`src/sv/isr_pkg.sv`:
```
// Shared helpers for the integer square root block.
// No dependencies.
`timescale 1ns / 1ps

package isr_pkg;

	// Reset value of the signed mode register.
	localparam logic SIGNED_MODE_RESET = 1'b0;

	// Number of root bits for an operand of the given width.
	function automatic int root_width(input int data_width);
		return (data_width + 1) >> 1;
	endfunction

	// Width rounded up to whole bytes.
	function automatic int byte_width(input int bits);
		return ((bits + 7) >> 3) << 3;
	endfunction

endpackage

```
`src/sv/isr_cell.sv`:
```
// One digit step of the square root chain: takes two radicand bits, decides one root bit.
// Depends on nothing but the clock and reset; instantiated by integer_square_root.
`timescale 1ns / 1ps

module isr_cell #(
	parameter int ROOT_W = 16
) (
	input  logic                  clk,
	input  logic                  arst_n,
	input  logic                  en,
	input  logic                  vld_i,
	input  logic [2*ROOT_W-1:0]   rad_i,
	input  logic [ROOT_W:0]       rem_i,
	input  logic [ROOT_W-1:0]     root_i,
	output logic                  vld_o,
	output logic [2*ROOT_W-1:0]   rad_o,
	output logic [ROOT_W:0]       rem_o,
	output logic [ROOT_W-1:0]     root_o
);

	localparam int RAD_W = 2 * ROOT_W;

	logic                vld_q;
	logic [RAD_W-1:0]    rad_q;
	logic [ROOT_W:0]     rem_q;
	logic [ROOT_W-1:0]   root_q;

	logic [ROOT_W+2:0]   rem_sh;
	logic [ROOT_W+2:0]   trial;
	logic [ROOT_W+2:0]   diff;
	logic                ge;
	logic [ROOT_W:0]     root_ext;

	always_comb begin
		rem_sh   = {rem_i, rad_i[RAD_W-1 -: 2]};
		trial    = {1'b0, root_i, 2'b01};
		ge       = (rem_sh >= trial);
		diff     = rem_sh - trial;
		root_ext = {root_i, ge};
	end

	always_ff @(posedge clk or negedge arst_n) begin
		if (!arst_n) begin
			vld_q <= 1'b0;
		end else if (en) begin
			vld_q <= vld_i;
		end
	end

	// The partial remainder stays below twice the root plus one, so RW+1 bits hold it.
	always_ff @(posedge clk) begin
		if (en) begin
			rad_q  <= rad_i << 2;
			rem_q  <= ge ? diff[ROOT_W:0] : rem_sh[ROOT_W:0];
			root_q <= root_ext[ROOT_W-1:0];
		end
	end

	assign vld_o  = vld_q;
	assign rad_o  = rad_q;
	assign rem_o  = rem_q;
	assign root_o = root_q;

endmodule

```
`src/sv/integer_square_root.sv`:
```
// Structure: one registered cell per root bit between input transfer and result.
// Throughput: one operand per cycle unless stalled; the whole cell chain advances together
// whenever the output register is empty or being taken, and s_tready is high exactly then.
// Reset: arst_n clears all valid flags and sets signed mode to unsigned (0).
// Config: cfg_ready is always high; signed mode is sampled as each operand enters.
`timescale 1ns / 1ps

module integer_square_root #(
	parameter int DATA_WIDTH = 32,
	localparam int ROOT_W = isr_pkg::root_width(DATA_WIDTH),
	localparam int S_W    = isr_pkg::byte_width(DATA_WIDTH),
	localparam int M_W    = isr_pkg::byte_width(ROOT_W)
) (
	input  logic            clk,
	input  logic            arst_n,
	input  logic            cfg_valid,
	output logic            cfg_ready,
	input  logic            cfg_data,    // signed_mode
	input  logic            s_tvalid,
	output logic            s_tready,
	input  logic [S_W-1:0]  s_tdata,     // value
	output logic            m_tvalid,
	input  logic            m_tready,
	output logic [M_W-1:0]  m_tdata      // root
);

	localparam int RAD_W = 2 * ROOT_W;

	logic                 signed_mode_q;
	logic                 en;
	logic [DATA_WIDTH-1:0] value;
	logic                 neg;

	logic                 vld_c  [ROOT_W+1];
	logic [RAD_W-1:0]     rad_c  [ROOT_W+1];
	logic [ROOT_W:0]      rem_c  [ROOT_W+1];
	logic [ROOT_W-1:0]    root_c [ROOT_W+1];

	assign cfg_ready = 1'b1;

	always_ff @(posedge clk or negedge arst_n) begin
		if (!arst_n) begin
			signed_mode_q <= isr_pkg::SIGNED_MODE_RESET;
		end else if (cfg_valid && cfg_ready) begin
			signed_mode_q <= cfg_data;
		end
	end

	assign en       = !vld_c[ROOT_W] || m_tready;
	assign s_tready = en;

	// A negative operand in signed mode enters the chain as zero, which yields root zero.
	assign value     = s_tdata[DATA_WIDTH-1:0];
	assign neg       = signed_mode_q && value[DATA_WIDTH-1];
	assign vld_c[0]  = s_tvalid;
	assign rad_c[0]  = neg ? '0 : RAD_W'(value);
	assign rem_c[0]  = '0;
	assign root_c[0] = '0;

	for (genvar i = 0; i < ROOT_W; i++) begin : g_cell
		isr_cell #(
			.ROOT_W(ROOT_W)
		) u_cell (
			.clk    (clk),
			.arst_n (arst_n),
			.en     (en),
			.vld_i  (vld_c[i]),
			.rad_i  (rad_c[i]),
			.rem_i  (rem_c[i]),
			.root_i (root_c[i]),
			.vld_o  (vld_c[i+1]),
			.rad_o  (rad_c[i+1]),
			.rem_o  (rem_c[i+1]),
			.root_o (root_c[i+1])
		);
	end

	assign m_tvalid = vld_c[ROOT_W];
	assign m_tdata  = M_W'(root_c[ROOT_W]);

endmodule

```
`config.mk`:
```
export PLATFORM = sky130hd
export DESIGN_NAME = integer_square_root
export DESIGN_NICKNAME = d
export VERILOG_FILES = /design/src/sv/isr_pkg.sv /design/src/sv/isr_cell.sv /design/src/sv/integer_square_root.sv
export SDC_FILE = /design/constraint.sdc
export NUM_CORES = 1
export LEC_CHECK = 0
export BUFFER_PORTS_ARGS = -buffer_cell sky130_fd_sc_hd__buf_2
export CORE_UTILIZATION = 55
export CTS_CLUSTER_DIAMETER = 200
export DETAILED_ROUTE_END_ITERATION = 6
export PLACE_DENSITY = 0.75
export SLEW_MARGIN = 30
export SYNTH_ARGS = -nofsm -noshare
export SYNTH_HDL_FRONTEND = slang
export SYNTH_SLANG_ARGS = --single-unit
```
`constraint.sdc`:
```
create_clock -name clk -period 20.2 [get_ports clk]
set_input_delay 0 -clock clk [delete_from_list [all_inputs] [get_ports clk]]
set_output_delay 0 -clock clk [all_outputs]
set_load 0.02 [all_outputs]
```
==> metrics.txt, run 1 <==
crit share post-route=0.170; Max-Cap Viols=0; Fillers=3833; share of post-route cells with drive strength above 1=0.101; most common cell after layout, fill and taps aside=edfxtp_1; Data arrival, critical path=3.66 ns; post-CTS setup buffer count=0; IO Count=57; Synth area leader=edfxtp_1; via/cell ratio=5.57; mux share of post-synthesis cell area=0.0209; Post-Synthesis Cells=2233; Detailed Route WL=52800 µm; setup TNS=0 ns; Row Count=84; Least-Margin Pin Slew=0.939 ns; #FFs+latches synth=630; status=finished clean; Yosys top cell area share=0.627; Longest Clk Path Bufs=3; Chip Height=233 µm; final net count=2557; GRT overflow=0; Syn Area/Cell=13.1 µm²; clk sinks=630; Int Pwr=3.51 mW; Core Box Area=52700 µm²; most frequent cells in the layout=edfxtp_1, inv_1, nor2_1; largest family of logic cells by synthesized area=simple AND/OR/NAND/NOR gates; first-pass GRT wire length=86300 µm; clock latency on the worst-skew pair=0.60 ns; DP Wirelength=35800 µm; CTS Buf Count=68; worst vdd ir=139 µV; fmax=290 MHz; clock network power share=0.241; DR vias=17300; area of the die=54300 µm²; Top FF cell, synth=edfxtp_1; PwrDens=156 nW/µm²; IO Port Bufs=55; initial antenna violation count=0; starting density of the core=0.557; r2r setup slk=16.76 ns; endpoints failing hold=0; Simple-Gate Fraction of Synth Area=0.100; vias in the first global route=17500; Max Slew Vio Count=0; clock root buffer=clkbuf_16; post-synthesis adder-cell area fraction=0.0648; DRC Markers=0; Placed Instances=2944; number of synthesized flops with an enable pin=613; synth unique cells=82; Worst slew margin=0.369; compound-cell area share of the yosys netlist=0.0908; met1 Usage GRT=0.263; Worst EP required=20.41 ns; Worst setup SP type=register; met2 Usage GRT=0.339; RSZ-0062 raised after global routing=no; sequential share of power=0.474; grt peak-use layer=met2; Ys Warns=0; WL/cell=17.0 µm; Final Non-Filler Cells=3109; Crit. End Element=register; area grow syn2layout=12.6%; sw frac=0.317; setup violators final=0; XOR/XNOR share of the synthesized area=0.0499; register area share after synthesis=0.642; Sw Pwr=1.63 mW; Logic pwr share=0.285; ant diodes=0; crit path time final=3.44 ns; CP max FO=127; gr usage total=0.200; synthesized cell area=29300 µm²; largest net degree at the start of global routing=128; largest cells by area after synthesis=edfxtp_1, ha_1, xnor2_1, a21oi_1, inv_1; met3 Use GR=0.0320; Initial DRC Count=1184; leakage power=13.2 nW; Post-synth ARST share=0.0270; Worst-path clk slew=0.06 ns; gpl congestion=0.917; Horiz. Die Dim=233 µm; CTS H-tree depth=3; CTS tree=built; path type of the worst min-delay path=input pin to register; Mapped Nets=2423; Setup Skew=0.0338 ns; critical path class=register to register; Post-DRT Antenna Nets=0; DRT Pass-1 Iters=5
[synth_stat cells, types with 5 or more instances]
| library cell | instances |
|---|---|
| a21o_1 | 31 |
| nand4_1 | 17 |
| nor2b_1 | 26 |
| or2_2 | 6 |
| o21bai_1 | 5 |
| o21a_1 | 27 |
| clkbuf_1 | 23 |
| dfrtp_1 | 17 |
| o31ai_1 | 9 |
| or3_1 | 13 |
| nor4_1 | 27 |
| nand2b_1 | 29 |
| nand3_1 | 39 |
| a21oi_1 | 148 |
| nand3b_1 | 9 |
| inv_1 | 184 |
| xnor2_1 | 95 |
| and3_1 | 10 |
| o21ai_1 | 6 |
| a211oi_1 | 10 |
| and2_1 | 44 |
| nand2_1 | 113 |
| ha_1 | 152 |
| buf_2 | 13 |
| nor2_1 | 162 |
| a31oi_1 | 13 |
| o21ai_0 | 95 |
| a41o_1 | 5 |
| or4_1 | 8 |
| mux2_2 | 46 |
| mux2i_1 | 8 |
| o211ai_1 | 12 |
| edfxtp_1 | 613 |
| o41ai_1 | 7 |
| nor3_1 | 42 |
| o31a_1 | 7 |
| xor2_1 | 72 |
[layout make-up]
type	instances	area [µm²]	share of cell area
Tap cell	688	861	0.0261
Clock buffer	78	1740	0.0526
Inverter	185	702	0.0212
Timing Repair Buffer	107	797	0.0241
Multi-Input combinational cell	1375	9600	0.291
Clock inverter	46	509	0.0154
Sequential cell	630	18800	0.570
[final timing paths]
check                                            from                     endpoint  depth (start not counted)
setup reg to reg              g_cell[15].u_cell.vld_o  g_cell[14].u_cell.rem_o[13]                          5
max in group asynchronous                      arst_n      g_cell[10].u_cell.vld_o                          3
setup / recovery              g_cell[15].u_cell.vld_o  g_cell[14].u_cell.rem_o[13]                          5
min in group asynchronous                      arst_n      g_cell[13].u_cell.vld_o                          3
hold reg to reg            g_cell[0].u_cell.rad_o[21]   g_cell[1].u_cell.rad_o[23]                          0
hold / removal                              cfg_valid                signed_mode_q                          3
[state kept, by name, indices dropped and copies added, names as in the netlist]
register / count
g_cell.u_cell.rem_o: 237
g_cell.u_cell.vld_o: 16
g_cell.u_cell.root_o: 136
signed_mode_q: 1
g_cell.u_cell.rad_o: 240
[through the flow]
step,utilization,setup slack (ns),instance area (µm²),hold WS (ns),total power [mW]
6_report,0.628,16.76,33000,0.177,5.14
5_1_grt,0.628,16.58,33000,0.175,5.45
4_1_cts,0.627,16.52,33000,0.140,5.17
3_5_place_dp,0.577,16.57,30400,-0.0712,3.90
2_1_floorplan,-,6.33,29300,-0.296,3.65
3_3_place_gp,0.576,16.65,30300,-0.0751,3.82
[critical path, cell delays in order (launching register included)]
cell	delay (ns)
dfrtp_1	0.39
nor2b_1	0.14
buf_4	0.21
inv_8	0.57
buf_4	0.83
buf_6	0.68
[logic make-up (layout without fill, tap and decap cells)]
| kind of cell | after synthesis | count (layout) |
|---|---|---|
| DFF | 630 | 630 |
| and+or+nand+nor | 577 | 577 |
| AOI/OAI and AO/OA | 422 | 422 |
| buffers and inverters | 228 | 416 |
| xor gates and xnor gates | 167 | 167 |
| adders and majority gates | 152 | 152 |
| muxes | 55 | 55 |
| other | 2 | 2 |
[repair_timing]
item                                   CTS  global route
endpoints found under the hold margin   66             0
hold buffers                            40             0
setup endpoints to repair                0             0
resized for setup                        0             0
[per-layer routing]
layer,vias up,share of wire
met5,-,0
met4,0,0.022
met3,88,0.043
met2,363,0.49
met1,8376,0.44
li1,8499,-
[power by group through the flow]
stage / registers [mW] / logic, mW / clock network (mW)
floorplan: 2.52 / 1.14 / 0
CTS: 2.45 / 1.45 / 1.27
global route: 2.49 / 1.64 / 1.32
detailed placement: 2.46 / 1.44 / 0
global placement: 2.44 / 1.39 / 0
finish: 2.44 / 1.46 / 1.24
(Power assumes the default switching activity.)
==> inputs of run 2 (changes only) <==
Settings changed: PLACE_DENSITY 0.75 to 0.78.
Clock period 20.2 ns to 2.8 ns, I/O delays scaled along.
==> metrics.txt, run 2 (synthesis results as in run 1) <==
status=finished, violations left (was finished clean); failing checks=design-rule violations; Chip Height=233 µm (unchanged); Logic pwr share=0.308 (was 0.285); Worst-path clk slew=0.06 ns (about the same); WL/cell=17.7 µm (was 17.0 µm); critical path class=register to register (unchanged); final core occ=0.643 (was 0.628); Setup Skew=0.0201 ns (was 0.0338 ns); ant diodes=0 (unchanged); Max-Cap Viols=0 (unchanged); DP Wirelength=38200 µm (was 35800 µm); Worst setup SP type=register (unchanged); clock root buffer=clkbuf_16 (unchanged); starting density of the core=0.557 (unchanged); endpoints failing hold=0 (unchanged); Least-Margin Pin Slew=0.844 ns (was 0.939 ns); clock latency on the worst-skew pair=0.61 ns (was 0.60 ns); vias in the first global route=18400 (was 17500); setup TNS=0 ns (unchanged); CP delay by family, top=simple AND/OR/NAND/NOR gates (was buffers and inverters); worst vdd ir=679 µV (was 139 µV); share of post-route cells with drive strength above 1=0.136 (was 0.101); clk sinks=630 (unchanged); Hold WS=0.193 ns (was 0.177 ns); most common cell after layout, fill and taps aside=edfxtp_1 (unchanged); Crit. End Element=register (unchanged); CP max FO=5 (was 127); most frequent cells in the layout=edfxtp_1, inv_1, nor2_1 (unchanged); area of the die=54300 µm² (unchanged); number of buffers and inverters on the critical path=2 (was 4); PwrDens=1120 nW/µm² (was 156 nW/µm²); final critical-path setup slack=0.0666 ns (was 16.76 ns); Place WS=-0.0746 ns (was 16.57 ns); RSZ-0062 raised after global routing=yes (was no); crit path time final=2.73 ns (was 3.44 ns); Longest Clk Path Bufs=3 (unchanged); GRT overflow=0 (unchanged); path type of the worst min-delay path=input pin to register (unchanged); setup violators final=0 (unchanged); Placed Instances=3028 (was 2944); worst path cell trace=ha_4 > buf_4 > nand4_1 > nor3_1 > buf_4 > nand4_1 > nand2_1 > a221o_1 > mux2_2 (was nor2b_1 > buf_4 > inv_8 > buf_4 > buf_6); largest net degree at the start of global routing=75 (was 128); Detailed Route WL=56600 µm (was 52800 µm); CTS H-tree depth=3 (unchanged); final instance area=33800 µm² (was 33000 µm²); Worst EP required=3.15 ns (was 20.41 ns); Row Count=84 (unchanged); IO Port Bufs=55 (unchanged); max reg flops=240 (unchanged); Final Non-Filler Cells=3195 (was 3109); Horiz. Die Dim=233 µm (unchanged); crit share post-route=0.976 (was 0.170); DRC Markers=2 (was 0); CTS Buf Count=66 (was 68); Max Slew Vio Count=0 (unchanged); IO Count=57 (unchanged); Initial DRC Count=1454 (was 1184); Sw Pwr=12.2 mW (was 1.63 mW); Int Pwr=25.6 mW (was 3.51 mW); gpl congestion=0.921 (was 0.917); sequential share of power=0.466 (was 0.474); sw frac=0.323 (was 0.317); Placed Instance Area=31100 µm² (was 30400 µm²); clock network power share=0.226 (was 0.241); fmax=366 MHz (was 290 MHz); Post-DRT Antenna Nets=0 (unchanged); CTS tree=built (unchanged); leakage power=13.6 nW (was 13.2 nW); slowest stage delay, CP=0.44 ns (was 0.83 ns); area grow syn2layout=15.4% (was 12.6%); Data arrival, critical path=3.09 ns (was 3.66 ns); final net count=2645 (was 2557); initial antenna violation count=0 (unchanged); Worst slew margin=0.432 (was 0.369); DR vias=18000 (was 17300); first-pass GRT wire length=92000 µm (was 86300 µm); Crit-path slowest cell=edfxtp_1 (was buf_4); Core Box Area=52700 µm² (unchanged); gr usage total=0.214 (was 0.200); Design Power=37.8 mW (was 5.14 mW); r2r setup slk=0.07 ns (was 16.76 ns); DRT Pass-1 Iters=7 (was 5); via/cell ratio=5.64 (was 5.57)
run 2: what timing repair did:
item | 4_1_cts | 5_1_grt
buffers inserted | 0 | 5
hold endpoints to repair | 64 | 0
hold buffers | 40 | 0
pin swaps | 0 | 7
setup endpoints to repair | 22 | 71
gates cloned | 0 | 2
resized for setup | 5 | 21
run 2: worst register-to-register path: stages, from the launching register on:
cell and delay [ns]:
edfxtp_1 0.44, ha_4 0.33, buf_4 0.12, nand4_1 0.20, nor3_1 0.33, buf_4 0.17, nand4_1 0.10, nand2_1 0.14
a221o_1 0.28, mux2_2 0.37
run 2: final timing paths:
check	start	endpoint	cells past startpoint
setup / recovery	g_cell[13].u_cell.rem_o[1]	g_cell[14].u_cell.rem_o[11]	9
hold / removal	cfg_valid	signed_mode_q	3
setup reg to reg	g_cell[13].u_cell.rem_o[1]	g_cell[14].u_cell.rem_o[11]	9
hold reg to reg	g_cell[4].u_cell.rad_o[24]	g_cell[5].u_cell.rad_o[26]	0
max in group asynchronous	arst_n	g_cell[2].u_cell.vld_o	3
min in group asynchronous	arst_n	signed_mode_q	3
run 2: layer usage:
layer	vias up	track usage	part of all wire
li1	8696	-	-
met1	8717	0.277	0.43
met2	484	0.366	0.50
met3	118	0.0362	0.050
met4	0	0.0713	0.026
met5	-	0	0
run 2: cell type report:
cell class | instances | area [µm²]
well taps | 688 | 861
inverters | 185 | 698
clock buffers | 81 | 1730
repair buffers | 195 | 1600
flip-flops and latches | 630 | 18800
multi-input cells | 1377 | 9740
fillers | 3710 | 18800
clock inverters | 39 | 383
run 2: power groups by stage:
stage | clock, mW | combinational (mW) | sequential, mW
after floorplan | 0 | 6.81 | 16.1
after CTS | 8.74 | 11.4 | 17.6
after detailed placement | 0 | 11.2 | 17.7
after global placement | 0 | 10.7 | 17.5
final | 8.55 | 11.6 | 17.6
after global routing | 9.08 | 12.9 | 18.0
